### src/design/tilt_compensated_heading_unit_macros.svh
// ----------------------------------------------------------------------------
// Assertion macros for the tilt compensated heading unit
// Concurrent checks, removed when ASSERT_OFF is set.
// ----------------------------------------------------------------------------
`ifndef TILT_COMPENSATED_HEADING_UNIT_MACROS_SVH
`define TILT_COMPENSATED_HEADING_UNIT_MACROS_SVH
`ifndef ASSERT_OFF
`define TCH_ASSERT_IMP(lbl, clk, rst_n, ante, cons) \
    lbl: assert property (@(posedge clk) disable iff (!rst_n) (ante) |-> (cons)) \
        else $error("heading unit check failed");
`define TCH_ASSERT_NXT(lbl, clk, rst_n, ante, cons) \
    lbl: assert property (@(posedge clk) disable iff (!rst_n) (ante) |=> (cons)) \
        else $error("heading unit check failed");
`else
`define TCH_ASSERT_IMP(lbl, clk, rst_n, ante, cons)
`define TCH_ASSERT_NXT(lbl, clk, rst_n, ante, cons)
`endif
`endif

### src/design/tch_pkg.sv
// ----------------------------------------------------------------------------
// Heading unit package
// Widths, shared types, arctangent table and square root step.
// ----------------------------------------------------------------------------
package tch_pkg;

    localparam int AXIS_W           = 16;
    localparam int FIELD_W          = AXIS_W + 1;
    localparam int SQ_W             = 2 * AXIS_W;
    localparam int ROOT_W           = 16;
    localparam int HV_W             = 50;
    localparam int CX_W             = 34;
    localparam int ANG_W            = 32;
    localparam int HEAD_W           = 16;
    localparam int ATAN_LEN         = 24;
    localparam int IDX_W            = $clog2(ATAN_LEN);
    localparam int CORDIC_STEPS_DEF = 16;
    localparam logic [HEAD_W-1:0] HEADING_FULL = 16'd46080;

    typedef struct packed {
        logic signed [AXIS_W-1:0] mag_x;
        logic signed [AXIS_W-1:0] mag_y;
        logic signed [AXIS_W-1:0] mag_z;
        logic signed [AXIS_W-1:0] accel_x;
        logic signed [AXIS_W-1:0] accel_y;
        logic signed [AXIS_W-1:0] accel_z;
    } t_req;

    typedef struct packed {
        logic signed [HV_W-1:0] xh;
        logic signed [HV_W-1:0] yh;
        logic                   acc_ok;
    } t_q_entry;

    typedef struct packed {
        logic full;
        logic empty;
    } t_q_stat;

    typedef struct packed {
        logic [SQ_W:0] v;
        logic [SQ_W:0] res;
    } t_sqs;

    function automatic logic [ANG_W-1:0] atan_turn(input logic [IDX_W-1:0] i);
        case (i)
            0:       return 32'd536870912;
            1:       return 32'd316933406;
            2:       return 32'd167458907;
            3:       return 32'd85004756;
            4:       return 32'd42667331;
            5:       return 32'd21354465;
            6:       return 32'd10679838;
            7:       return 32'd5340245;
            8:       return 32'd2670163;
            9:       return 32'd1335087;
            10:      return 32'd667544;
            11:      return 32'd333772;
            12:      return 32'd166886;
            13:      return 32'd83443;
            14:      return 32'd41722;
            15:      return 32'd20861;
            16:      return 32'd10430;
            17:      return 32'd5215;
            18:      return 32'd2608;
            19:      return 32'd1304;
            20:      return 32'd652;
            21:      return 32'd326;
            22:      return 32'd163;
            23:      return 32'd81;
            default: return 32'd0;
        endcase
    endfunction

    function automatic t_sqs sqrt_step(input logic [SQ_W:0] v, input logic [SQ_W:0] res,
                                       input logic [SQ_W:0] bt);
        t_sqs          o;
        logic [SQ_W:0] t;
        t = res + bt;
        if (v >= t) begin
            o.v   = v - t;
            o.res = (res >> 1) + bt;
        end else begin
            o.v   = v;
            o.res = res >> 1;
        end
        return o;
    endfunction

endpackage

### src/design/tch_queue.sv
// ----------------------------------------------------------------------------
// Heading unit queue
// Two-entry queue between front end and CORDIC back end.
// ----------------------------------------------------------------------------
module tch_queue (
    input  logic               i_clk,
    input  logic               i_rst_n,
    input  logic               i_push,
    input  tch_pkg::t_q_entry  i_entry,
    input  logic               i_pop,
    output tch_pkg::t_q_entry  o_entry,
    output tch_pkg::t_q_stat   o_qstat
);
    import tch_pkg::*;

    t_q_entry   r_mem [2];
    logic       r_wp, r_rp;
    logic [1:0] r_cnt, n_cnt;
    logic       w_push, w_pop;

    assign w_push = i_push && (r_cnt != 2'd2);
    assign w_pop  = i_pop && (r_cnt != 2'd0);

    always_comb begin
        n_cnt = r_cnt;
        if (w_push && !w_pop) begin
            n_cnt = r_cnt + 2'd1;
        end else if (w_pop && !w_push) begin
            n_cnt = r_cnt - 2'd1;
        end
    end

    always_ff @(posedge i_clk) begin
        if (!i_rst_n) begin
            r_wp  <= 1'b0;
            r_rp  <= 1'b0;
            r_cnt <= 2'd0;
        end else begin
            r_cnt <= n_cnt;
            if (w_push) r_wp <= !r_wp;
            if (w_pop)  r_rp <= !r_rp;
        end
    end

    always_ff @(posedge i_clk) begin
        if (w_push) begin
            r_mem[r_wp] <= i_entry;
        end
    end

    assign o_entry       = r_mem[r_rp];
    assign o_qstat.full  = (r_cnt == 2'd2);
    assign o_qstat.empty = (r_cnt == 2'd0);

endmodule

### config.mk
export PLATFORM = sky130hd
export DESIGN_NAME = tch_queue
export DESIGN_NICKNAME = d
export VERILOG_FILES = /design/src/design/tilt_compensated_heading_unit_macros.svh /design/src/design/tch_pkg.sv /design/src/design/tch_queue.sv
export SDC_FILE = /design/constraint.sdc
export NUM_CORES = 1
export LEC_CHECK = 0
export BUFFER_PORTS_ARGS = -buffer_cell sky130_fd_sc_hd__buf_2
export CAP_MARGIN = 30
export CORE_MARGIN = 2
export CORE_UTILIZATION = 40
export CTS_CLUSTER_SIZE = 40
export DETAILED_ROUTE_END_ITERATION = 12
export PLACE_DENSITY = 0.7
export SLEW_MARGIN = 20
export SYNTH_ARGS = -nofsm -noshare
export SYNTH_HDL_FRONTEND = slang
export SYNTH_SLANG_ARGS = --single-unit
### constraint.sdc
create_clock -name i_clk -period 6.4 [get_ports i_clk]
set_clock_uncertainty 0.1 [all_clocks]
set_input_delay 0.32 -clock i_clk [delete_from_list [all_inputs] [get_ports i_clk]]
set_output_delay 0.32 -clock i_clk [all_outputs]
set_load 0.05 [all_outputs]
==> results.md <==
- Final period utilization: 48.4%
- Post-synth EDFFs: 202
- Post-synth top area share: 80.3%
- Setup slack at placement: 3.74 ns
- Worst min path class: in2reg
- Die W: 141 µm
- Mean area per synthesized cell: 22.3 µm²
- Crit start category: register
- Share of cells above drive strength 1: 37.3%
- Starting Density: 40.5%
- Vias in the first global route: 4,791
- Crit. End Element: primary output
- Global-route total usage across every layer: 15.1%
- Drt pass-1 iters: 5
- Hold WS: 0.140 ns
- Post-detail-place hpwl: 9.09 mm
- Max Freq: 0.323 GHz
- Post-synth top area cell: edfxtp_1
- Final Critical Period: 3.10 ns
- Wire per inst: 17.0 µm
- Worst EP arrival: 2.68 ns
- Leakage: 3.96 nW
- Clock Latency Late Sink: 0.48 ns
- DRC: 0
- TritonCTS clock tree: built
- Top sig layer: met4
- Area Growth Syn to Fin: 38.7%
- WL met1: 5.93 mm
- Clock sinks: 207
- Final wirelength: 15.5 mm
- Num rows: 50
- Area contributors post-synth: edfxtp_1 80%, mux2_1 13%, mux2_2 1.6%
- Power Density: 422 nW/µm²
- Setup WS post-layout: 3.30 ns
- CTS root buffer: clkbuf_16
- Slew Limit Headroom: 50.1%
- Primary FF master, synth: edfxtp_1
- CTS buffer count: 22
- Mapped cell area: 7550 µm²
- Die height: 141 µm
- Core area: 18,600 µm²
- Max-Cap Viols: 0
- Least-Margin Pin Slew: 0.748 ns
- GR Overflow Total: 0
- Slew Limit Fails: 0
- First-pass GRT wire length: 23.7 mm
- # port buffers: 207
- Gpl congestion: 0.693
- Initial antenna violation count: 1
- Fin nets: 771
- Largest net degree at the start of global routing: 55
- Met2 Wirelength: 8.22 mm
- Die ar.: 20,000 µm²
- Via Count: 4,273
- FFs w/ async S/R, synth: 0%
- Worst vdd ir: 0.000273 V
- H-tree depth: 1
- Setup TNS: 0 ns
- Post-synthesis net count: 445
- Metal3 WL: 1.02 mm
- Post-synthesis cell type count: 23
- Worst-path maximum fanout: 54
- Initial DRC count: 202
- IO Pins: 208
- Clk buf depth: 3
- Cell count after synthesis: 339
- Vias per cell: 4.68
- Hold Path Depth: 3
- Status: finished, final reports clean
- Endpoints failing hold: 0
- Reg clk slew, reported paths: 0.06 ns
- Req. time, crit path: 5.98 ns
- Ys Warns: 0
- RSZ-0062 raised after global routing: false
- Antenna-violating nets left: 0
- Setup Buffers After CTS: 0
- Number of synthesized register bits: 207
- # setup viols final: 0
- Worst reg2reg path depth: 5
- Seq/Total Area, Yosys: 81.7%
- Crit Path Category: reg2out
[cell usage in the layout (no fill, tap or decap)]
| cell | n |
|---|---|
| buf_2 | 207 |
| xor2_1 | 1 |
| o21a_1 | 1 |
| inv_2 | 1 |
| dfxtp_1 | 4 |
| mux2_1 | 90 |
| nand2b_1 | 1 |
| mux2_2 | 11 |
| nor2_1 | 2 |
| or3_1 | 1 |
| ha_1 | 1 |
| dfxtp_4 | 1 |
| a21boi_1 | 1 |
| edfxtp_1 | 202 |
| clkbuf_1 | 4 |
| nor3_4 | 1 |
| and2_1 | 3 |
| diode_2 | 1 |
| a21boi_0 | 1 |
| clkinv_1 | 7 |
| clkbuf_16 | 23 |
| xnor2_1 | 2 |
| o21ai_0 | 1 |
| dlygate4sd3_1 | 102 |
| clkinv_2 | 4 |
| and3_4 | 1 |
| buf_4 | 4 |
| o21ai_1 | 1 |
| inv_1 | 1 |
[stage by stage]
| stage | cells | total power [mW] | utilization, % | area, µm² |
|---|---|---|---|---|
| 2_1_floorplan | 339 | 2.98 | - | 7550 |
| 3_5_place_dp | 773 | 3.28 | 47.3 | 8810 |
| 4_1_cts | 913 | 4.46 | 56.2 | 10500 |
| 6_report | 914 | 4.42 | 56.2 | 10500 |
| 3_3_place_gp | 773 | 3.25 | 47.3 | 8810 |
| 5_1_grt | 914 | 4.59 | 56.2 | 10500 |
[final cells by class]
cell class                 count  area, µm²
clock buffer                  27        591
timing repair buffer         313       2090
sequential                   207       6170
antenna                        1       2.50
fill                        1414       8170
clock inverter                11       46.3
tap                          234        293
inverter                       2       7.51
multi-input combinational    119       1270
[final timing paths]
check            from           end  slack, ns
max          register   o_entry[48]       3.30
min            i_push          r_wp       0.14
max reg2reg  r_cnt[0]  r_mem[0][93]       3.77
min reg2reg  r_cnt[1]      r_cnt[1]       0.45
[registers in the layout, indices dropped and copies added, names as in the netlist, named ones only]
signal / flops
r_mem: 202
r_cnt: 2
r_wp: 1
r_rp: 1
[synth_stat cells (2+ instances only)]
cell	number
edfxtp_1	202
mux2_1	90
mux2_2	11
buf_6	9
dfxtp_1	5
and2_1	3
nor2_1	2
xnor2_1	2
[routing by layer]
metal / vias up / GRT usage (%)
met4: 0 / 4.89
li1: 2001 / -
met3: 38 / 3.85
met1: 2085 / 15.8
met5: - / 0
met2: 149 / 29.3
[report_power, final]
| part | switching [mW] | leakage (nW) | internal [mW] | total (mW) |
|---|---|---|---|---|
| clock network | 0.473 | 0.315 | 0.649 | 1.12 |
| logic | 1.11 | 1.72 | 0.395 | 1.51 |
| registers | 0.0843 | 1.93 | 1.71 | 1.79 |
| total | 1.67 | 3.96 | 2.75 | 4.42 |
[worst max-delay path, stage by stage (launching register included)]
cell	delay [ns]
dfxtp_4	0.77
buf_4	0.71
mux2_1	0.42
buf_2	0.23
[logic make-up (layout without fill, tap and decap cells)]
| kind of cell | after synthesis | after routing | synth area share, % |
|---|---|---|---|
| flip-flops | 207 | 207 | 81.7 |
| multiplexers | 101 | 101 | 15.1 |
| buffers and inverters | 13 | 353 | 1.61 |
| AND/OR/NAND/NOR | 9 | 9 | 0.729 |
| AO/OA/AOI/OAI | 5 | 5 | 0.431 |
| XOR/XNOR | 3 | 3 | 0.348 |
| adder cells (fa/ha/maj) | 1 | 1 | 0.166 |
| other | 0 | 1 | 0 |
[timing repair]
action	4_1_cts	5_1_grt
hold endpoints to repair	206	0
hold buffers	102	0
resized for setup	0	0
Note: power is estimated with default switching activity, not from simulation.
