[src/design/tilt_compensated_heading_unit_macros.svh]
// ----------------------------------------------------------------------------
// Assertion macros for the tilt compensated heading unit
// Concurrent checks, removed when ASSERT_OFF is set.
// ----------------------------------------------------------------------------
`ifndef TILT_COMPENSATED_HEADING_UNIT_MACROS_SVH
`define TILT_COMPENSATED_HEADING_UNIT_MACROS_SVH
`ifndef ASSERT_OFF
`define TCH_ASSERT_IMP(lbl, clk, rst_n, ante, cons) \
    lbl: assert property (@(posedge clk) disable iff (!rst_n) (ante) |-> (cons)) \
        else $error("heading unit check failed");
`define TCH_ASSERT_NXT(lbl, clk, rst_n, ante, cons) \
    lbl: assert property (@(posedge clk) disable iff (!rst_n) (ante) |=> (cons)) \
        else $error("heading unit check failed");
`else
`define TCH_ASSERT_IMP(lbl, clk, rst_n, ante, cons)
`define TCH_ASSERT_NXT(lbl, clk, rst_n, ante, cons)
`endif
`endif

[src/design/tch_pkg.sv]
// ----------------------------------------------------------------------------
// Heading unit package
// Widths, shared types, arctangent table and square root step.
// ----------------------------------------------------------------------------
package tch_pkg;

    localparam int AXIS_W           = 16;
    localparam int FIELD_W          = AXIS_W + 1;
    localparam int SQ_W             = 2 * AXIS_W;
    localparam int ROOT_W           = 16;
    localparam int HV_W             = 50;
    localparam int CX_W             = 34;
    localparam int ANG_W            = 32;
    localparam int HEAD_W           = 16;
    localparam int ATAN_LEN         = 24;
    localparam int IDX_W            = $clog2(ATAN_LEN);
    localparam int CORDIC_STEPS_DEF = 16;
    localparam logic [HEAD_W-1:0] HEADING_FULL = 16'd46080;

    typedef struct packed {
        logic signed [AXIS_W-1:0] mag_x;
        logic signed [AXIS_W-1:0] mag_y;
        logic signed [AXIS_W-1:0] mag_z;
        logic signed [AXIS_W-1:0] accel_x;
        logic signed [AXIS_W-1:0] accel_y;
        logic signed [AXIS_W-1:0] accel_z;
    } t_req;

    typedef struct packed {
        logic signed [HV_W-1:0] xh;
        logic signed [HV_W-1:0] yh;
        logic                   acc_ok;
    } t_q_entry;

    typedef struct packed {
        logic full;
        logic empty;
    } t_q_stat;

    typedef struct packed {
        logic [SQ_W:0] v;
        logic [SQ_W:0] res;
    } t_sqs;

    function automatic logic [ANG_W-1:0] atan_turn(input logic [IDX_W-1:0] i);
        case (i)
            0:       return 32'd536870912;
            1:       return 32'd316933406;
            2:       return 32'd167458907;
            3:       return 32'd85004756;
            4:       return 32'd42667331;
            5:       return 32'd21354465;
            6:       return 32'd10679838;
            7:       return 32'd5340245;
            8:       return 32'd2670163;
            9:       return 32'd1335087;
            10:      return 32'd667544;
            11:      return 32'd333772;
            12:      return 32'd166886;
            13:      return 32'd83443;
            14:      return 32'd41722;
            15:      return 32'd20861;
            16:      return 32'd10430;
            17:      return 32'd5215;
            18:      return 32'd2608;
            19:      return 32'd1304;
            20:      return 32'd652;
            21:      return 32'd326;
            22:      return 32'd163;
            23:      return 32'd81;
            default: return 32'd0;
        endcase
    endfunction

    function automatic t_sqs sqrt_step(input logic [SQ_W:0] v, input logic [SQ_W:0] res,
                                       input logic [SQ_W:0] bt);
        t_sqs          o;
        logic [SQ_W:0] t;
        t = res + bt;
        if (v >= t) begin
            o.v   = v - t;
            o.res = (res >> 1) + bt;
        end else begin
            o.v   = v;
            o.res = res >> 1;
        end
        return o;
    endfunction

endpackage

[src/design/tch_if.sv]


interface tch_res_if;
    import tch_pkg::*;
    logic              valid;
    logic              ready;
    logic [HEAD_W-1:0] heading;
    logic              heading_valid;
    modport source (output valid, heading, heading_valid, input ready);
    modport sink (input valid, heading, heading_valid, output ready);
endinterface

[src/design/tch_back.sv]
// ----------------------------------------------------------------------------
// Heading unit back end
// Normalizes Xh', Yh', runs CORDIC vectoring, scales to 1/128 degree.
// ----------------------------------------------------------------------------
module tch_back #(
    parameter int CORDIC_STEPS = tch_pkg::CORDIC_STEPS_DEF
) (
    input  logic               i_clk,
    input  logic               i_rst_n,
    input  tch_pkg::t_q_stat   i_qstat,
    input  tch_pkg::t_q_entry  i_entry,
    output logic               o_pop,
    tch_res_if.source          o_res
);
    import tch_pkg::*;

    localparam int NSTEPS = (CORDIC_STEPS < ATAN_LEN) ? CORDIC_STEPS : ATAN_LEN;
    localparam logic [IDX_W-1:0] LAST_I = IDX_W'(NSTEPS - 1);

    localparam logic [2:0] B_IDLE = 3'd0;
    localparam logic [2:0] B_NORM = 3'd1;
    localparam logic [2:0] B_ROT  = 3'd2;
    localparam logic [2:0] B_MAP  = 3'd3;
    localparam logic [2:0] B_MUL  = 3'd4;
    localparam logic [2:0] B_DONE = 3'd5;

    localparam logic [HV_W-1:0] M_HI4 = HV_W'(1) << 34;
    localparam logic [HV_W-1:0] M_HI  = HV_W'(1) << 30;
    localparam logic [HV_W-1:0] M_LO  = HV_W'(1) << 29;
    localparam logic [HV_W-1:0] M_LO4 = HV_W'(1) << 25;
    localparam logic signed [CX_W-1:0] Z_QTR = CX_W'(1) << 30;
    localparam int PR_W = ANG_W + HEAD_W;

    logic [2:0]             r_st, n_st;
    logic [HV_W-1:0]        r_ux, r_uy;
    logic                   r_sx, r_sy, r_ok, r_nz;
    logic signed [CX_W-1:0] r_x, r_y, r_z;
    logic [IDX_W-1:0]       r_i;
    logic [ANG_W-1:0]       r_ang;
    logic [PR_W-1:0]        r_prod;
    logic                   r_out_v;
    logic [HEAD_W-1:0]      r_out_h;
    logic                   r_out_hv;

    logic [HV_W-1:0]        w_ux, w_uy, w_m;
    logic                   w_xz, w_yz, w_load;
    logic signed [CX_W-1:0] w_dx, w_dy, w_at;
    logic [ANG_W-1:0]       w_a, w_ang;
    logic [PR_W:0]          w_sum;
    logic [HEAD_W-1:0]      w_h;

    assign o_pop  = (r_st == B_IDLE) && !i_qstat.empty;
    assign w_ux   = i_entry.xh[HV_W-1] ? unsigned'(-i_entry.xh) : unsigned'(i_entry.xh);
    assign w_uy   = i_entry.yh[HV_W-1] ? unsigned'(-i_entry.yh) : unsigned'(i_entry.yh);
    assign w_xz   = (i_entry.xh == '0);
    assign w_yz   = (i_entry.yh == '0);
    assign w_m    = (r_ux > r_uy) ? r_ux : r_uy;
    assign w_dx   = r_y >>> r_i;
    assign w_dy   = r_x >>> r_i;
    assign w_at   = $signed({{(CX_W-ANG_W){1'b0}}, atan_turn(r_i)});
    assign w_load = (r_st == B_DONE) && (!r_out_v || o_res.ready);

    always_comb begin
        if (r_z < 0) begin
            w_a = '0;
        end else if (r_z > Z_QTR) begin
            w_a = ANG_W'(Z_QTR);
        end else begin
            w_a = r_z[ANG_W-1:0];
        end
        case ({r_sx, r_sy})
            2'b00:   w_ang = w_a;
            2'b10:   w_ang = (ANG_W'(1) << 31) - w_a;
            2'b11:   w_ang = (ANG_W'(1) << 31) + w_a;
            default: w_ang = '0 - w_a;
        endcase
    end

    assign w_sum = {1'b0, r_prod} + ((PR_W+1)'(1) << 31);
    assign w_h   = (w_sum[PR_W-1:ANG_W] >= HEADING_FULL) ? '0 : w_sum[PR_W-1:ANG_W];

    always_comb begin
        n_st = r_st;
        case (r_st)
            B_IDLE: begin
                if (!i_qstat.empty) begin
                    if (!i_entry.acc_ok || w_xz || w_yz) begin
                        n_st = B_MAP;
                    end else begin
                        n_st = B_NORM;
                    end
                end
            end
            B_NORM: if (w_m >= M_LO && w_m < M_HI) n_st = B_ROT;
            B_ROT:  if (r_i == LAST_I) n_st = B_MAP;
            B_MAP:  n_st = B_MUL;
            B_MUL:  n_st = B_DONE;
            B_DONE: if (w_load) n_st = B_IDLE;
            default: n_st = B_IDLE;
        endcase
    end

    always_ff @(posedge i_clk) begin
        if (!i_rst_n) begin
            r_st    <= B_IDLE;
            r_out_v <= 1'b0;
        end else begin
            r_st <= n_st;
            if (w_load) begin
                r_out_v <= 1'b1;
            end else if (o_res.ready) begin
                r_out_v <= 1'b0;
            end
        end
    end

    always_ff @(posedge i_clk) begin
        case (r_st)
            B_IDLE: begin
                r_ux <= w_ux;
                r_uy <= w_uy;
                r_sx <= i_entry.xh[HV_W-1];
                r_sy <= i_entry.yh[HV_W-1];
                r_ok <= i_entry.acc_ok;
                r_nz <= !(w_xz && w_yz);
                r_i  <= '0;
                r_z  <= (w_xz && !w_yz) ? Z_QTR : '0;
            end
            B_NORM: begin
                if (w_m >= M_HI4) begin
                    r_ux <= r_ux >> 4;
                    r_uy <= r_uy >> 4;
                end else if (w_m >= M_HI) begin
                    r_ux <= r_ux >> 1;
                    r_uy <= r_uy >> 1;
                end else if (w_m < M_LO4) begin
                    r_ux <= r_ux << 4;
                    r_uy <= r_uy << 4;
                end else if (w_m < M_LO) begin
                    r_ux <= r_ux << 1;
                    r_uy <= r_uy << 1;
                end
                r_x <= $signed(r_ux[CX_W-1:0]);
                r_y <= $signed(r_uy[CX_W-1:0]);
                r_z <= '0;
            end
            B_ROT: begin
                if (!r_y[CX_W-1]) begin
                    r_x <= r_x + w_dx;
                    r_y <= r_y - w_dy;
                    r_z <= r_z + w_at;
                end else begin
                    r_x <= r_x - w_dx;
                    r_y <= r_y + w_dy;
                    r_z <= r_z - w_at;
                end
                r_i <= r_i + IDX_W'(1);
            end
            B_MAP:  r_ang  <= w_ang;
            B_MUL:  r_prod <= r_ang * HEADING_FULL;
            default: ;
        endcase
        if (w_load) begin
            r_out_h  <= (r_ok && r_nz) ? w_h : '0;
            r_out_hv <= r_ok;
        end
    end

    assign o_res.valid         = r_out_v;
    assign o_res.heading       = r_out_h;
    assign o_res.heading_valid = r_out_hv;

endmodule

[src/flat_wrapper.sv]
// flat-port wrapper written by rule: the top's interface ports become plain ports
module tch_back_flat import tch_pkg::*;
#(
    parameter int CORDIC_STEPS = tch_pkg::CORDIC_STEPS_DEF
)
  (i_clk, i_rst_n, i_qstat, i_entry, o_pop, o_res_valid, o_res_heading, o_res_heading_valid, o_res_ready);
  tch_res_if o_res_i ();
  input  logic i_clk;
  input  logic i_rst_n;
  input  tch_pkg::t_q_stat i_qstat;
  input  tch_pkg::t_q_entry i_entry;
  output logic o_pop;
  output wire logic [$bits(o_res_i.valid)-1:0] o_res_valid;
  output wire logic [$bits(o_res_i.heading)-1:0] o_res_heading;
  output wire logic [$bits(o_res_i.heading_valid)-1:0] o_res_heading_valid;
  input wire logic [$bits(o_res_i.ready)-1:0] o_res_ready;
  assign o_res_valid = o_res_i.valid;
  assign o_res_heading = o_res_i.heading;
  assign o_res_heading_valid = o_res_i.heading_valid;
  assign o_res_i.ready = o_res_ready;
  tch_back #(.CORDIC_STEPS(CORDIC_STEPS)) u_core (.i_clk(i_clk), .i_rst_n(i_rst_n), .i_qstat(i_qstat), .i_entry(i_entry), .o_pop(o_pop), .o_res(o_res_i));
endmodule
[config.mk]
export PLATFORM = sky130hd
export DESIGN_NAME = tch_back_flat
export DESIGN_NICKNAME = d
export VERILOG_FILES = /design/src/design/tilt_compensated_heading_unit_macros.svh /design/src/design/tch_pkg.sv /design/src/design/tch_if.sv /design/src/design/tch_back.sv /design/src/flat_wrapper.sv
export SDC_FILE = /design/constraint.sdc
export NUM_CORES = 2
export LEC_CHECK = 0
export ABC_AREA = 1
export BUFFER_PORTS_ARGS = -buffer_cell sky130_fd_sc_hd__buf_2
export CAP_MARGIN = 30
export CELL_PAD_IN_SITES_DETAIL_PLACEMENT = 0
export CELL_PAD_IN_SITES_GLOBAL_PLACEMENT = 1
export CORE_MARGIN = 2
export CORE_UTILIZATION = 50
export DETAILED_ROUTE_END_ITERATION = 8
export GPL_ROUTABILITY_DRIVEN = 0
export PLACE_DENSITY = 0.95
export SETUP_SLACK_MARGIN = 0.1
export SYNTH_ARGS = -nofsm -noshare
export SYNTH_HDL_FRONTEND = slang
export SYNTH_SLANG_ARGS = --single-unit
[constraint.sdc]
create_clock -name i_clk -period 9.9 [get_ports i_clk]
set_input_delay 1.98 -clock i_clk [delete_from_list [all_inputs] [get_ports i_clk]]
set_output_delay 1.98 -clock i_clk [all_outputs]
set_load 0.1 [all_outputs]
==> flow_summary_export.csv <==
group,metric,value,unit
synth,synth_top_cell_by_area,"edfxtp_1",
sta,setup_tns,0,ns
placed_design,placed_area,0.0371,mm2
sta,slew_viol_final,0,
cts,cts_root_buf,"clkbuf_16",
synth,synth_cell_type_count,66,
final_layout,fill_cells,7198,
final_layout,nets,5892,
sta,clock-skew-final,0.0343,ns
floorplanning,initial_core_util,50.4,%
synth,synthArstFlopShare,0,%
cts,hold_buffers,0,
sta,hold_viol,0,
cts,cts.sinks,311,
sta,setup_viol,0,
cts,cts_setup_buffers,0,
sta,rsz0062_at_grt,"no",
placed_design,dp.cells,6396,
worst_setup_path,crit_family,"simple AND/OR/NAND/NOR gates",
global_routing,antenna_found_initial,1,
floorplanning,die_h,272,um
worst_setup_path,cp_common_cell,"nand2_1",
routing,drc,0,
synth,synth_fp_nets,5906,
cts,cts_buffers,39,
final_layout,drive_gt1_share,6.33,%
worst_setup_path,slowest_stage,"inv_2",
placed_design,dp_hpwl,87.6,mm
sta,fin_crit_sh,65.0,%
global_routing,track_usage,30.2,%
worst_setup_path,worstPathMaxFanout,76,
worst_setup_path,cp.arrival,6.73,ns
floorplanning,coreArea,0.0712,mm2
synth,avgSynthCellArea,6.53,um2
sta,slew-limit-headroom,26.8,%
synth,ys_warn_count,0,
cts,cts_tree,"built",
final_layout,stdcell_area,0.0383,mm2
sta,tightest_slew,1.10,ns
placed_design,port_buffers,123,
final_layout,n_antenna_cell,0,
cts,cts_resized,0,
final_layout,multi_input_area,0.0235,mm2
synth,synth_ff_type,"edfxtp_1",
synth,synthCells,5501,
sta,fmax,155,MHz
global_routing,grt_pass1_vias,34100,
global_routing,grt_overflow,0,
outcome,outcome,"finished, final reports clean",
worst_setup_path,critical_path_class,"flip-flop to flip-flop",
global_routing,grt_pass1_wl,182,mm
worst_setup_path,endpoint_kind,"flip-flop",
synth,synth_edf_count,277,
routing,drt_iter0_markers,3514,
routing,wl_per_cell,17.7,um
routing,drtPass1Iterations,8,
routing,routed_wl,115,mm
cts,ctsLongestPathBuffers,3,
final_layout,stdcell_count,6465,
cts,insertion_delay,0.57,ns
worst_setup_path,crit_buf_inv,3,
global_routing,grt_max_degree,94,
worst_setup_path,startpoint_type,"flip-flop",
final_layout,syn_to_final_growth,6.79,%
run,maxCapViolCount,0,
synth,netlist.area_leader.share,23.2,%
worst_setup_path,slowest_delay,0.85,ns
floorplanning,die_area,0.0740,mm2
synth,ys_top_cells_by_area,"edfxtp_1 (23%), nand2_1 (16%), ha_1 (8.3%)",
final_layout,seq_area,0.00900,mm2
floorplanning,io_pins,125,
floorplanning,rows,98,
floorplanning,die_w,272,um
routing,via_count,36900,
routing,viasPerCell,5.71,
worst_setup_path,cp.required,10.20,ns
sta,min_period,6.43,ns
routing,ant_nets,0,
synth,netlist_area,0.0359,mm2
cts,htreeDepth,2,
worst_hold_path,holdCritPathClass,"flip-flop to flip-flop",
synth,synth-seq-cells,311,
synth,ys_seq_area_share,25.1,%
cts,path_clk_slew,0.06,ns
final_layout,layout_common_cells,"nand2_1 (1544), inv_1 (638), nand3_1 (497), nor2_1 (451), o21ai_0 (357)",
final_layout,final_common_cell,"nand2_1",
metrics by stage:
step                utilization, %  hold slack, ns  worst slack [ns]
floorplan                        -           0.427              4.69
global placement              52.0           0.546              3.68
CTS                           53.8           0.570              3.58
detailed placement            52.0           0.553              3.60
global route                  53.8           0.583              2.86
finish                        53.8           0.574              3.47
synthesized netlist by cell type, drive strengths merged, types with 6 or more instances:
| master | instances |
|---|---|
| a21boi | 9 |
| a21o | 23 |
| a21oi | 352 |
| a31oi | 28 |
| and2 | 20 |
| buf | 117 |
| clkbuf | 103 |
| dfxtp | 34 |
| edfxtp | 277 |
| fa | 60 |
| ha | 239 |
| inv | 651 |
| nand2 | 1550 |
| nand3 | 501 |
| nand3b | 26 |
| nand4 | 104 |
| nor2 | 472 |
| nor3 | 74 |
| nor3b | 7 |
| nor4 | 35 |
| o211ai | 29 |
| o21a | 14 |
| o21ai | 429 |
| o21bai | 22 |
| o221ai | 6 |
| o22ai | 55 |
| o31ai | 9 |
| or2 | 62 |
| xnor2 | 49 |
| xor2 | 103 |
state kept, by name, indices dropped and copies added (netlist names):
signal,count
u_core.o_res.heading_valid,1
u_core.o_res.heading,16
u_core.r_nz,1
u_core.r_y,34
u_core.r_i,5
u_core.r_st,3
u_core.r_z,34
u_core.r_prod,17
u_core.r_ux,50
u_core.r_x,34
u_core.r_sx,1
u_core.r_ang,32
u_core.o_res.valid,1
u_core.r_ok,1
u_core.r_uy,50
u_core.r_sy,1
u_core.w_at,30
cell families after synthesis:
| family | synth area share (%) |
|---|---|
| buffers and inverters | 9.72 |
| xor gates and xnor gates | 3.71 |
| adders and majority gates | 11.7 |
| DFF | 25.1 |
| and+or+nand+nor | 34.2 |
| AOI/OAI and AO/OA | 15.5 |
| muxes | 0.139 |
per-layer routing:
layer | up-vias | part of all wire, % | track usage, %
met3 | 275 | 6.7 | 3.86
met5 | - | 0.0096 | 0
met4 | 2 | 4.2 | 11.8
li1 | 18400 | - | -
met1 | 16900 | 42 | 39.1
met2 | 1388 | 47 | 51.4
worst paths after layout:
kind	start	endpoint	slack [ns]	depth (start not counted)
worst max register to register	u_core.r_i[0]$_DFFE_PN_	u_core.r_y[32]$_DFFE_PP_	3.47	30
worst min-delay path	u_core.r_ok$_DFFE_PP_	u_core.o_res.heading_valid$_DFFE_PP_	0.57	0
worst min register to register	u_core.r_ok$_DFFE_PP_	u_core.o_res.heading_valid$_DFFE_PP_	0.57	0
worst max-delay path	u_core.r_i[0]$_DFFE_PN_	u_core.r_y[32]$_DFFE_PP_	3.47	30
layout make-up:
class / instances / area share, %
tap: 950 / 3.10
clock buffer: 48 / 2.74
multi-input combinational: 4314 / 61.2
timing repair buffer: 165 / 2.51
inverter: 656 / 6.43
sequential: 311 / 23.5
clock inverter: 21 / 0.555
Power is left out: the tool's default activity adds up to more than one toggle a clock period on the data nets, which glitch-free logic cannot reach.
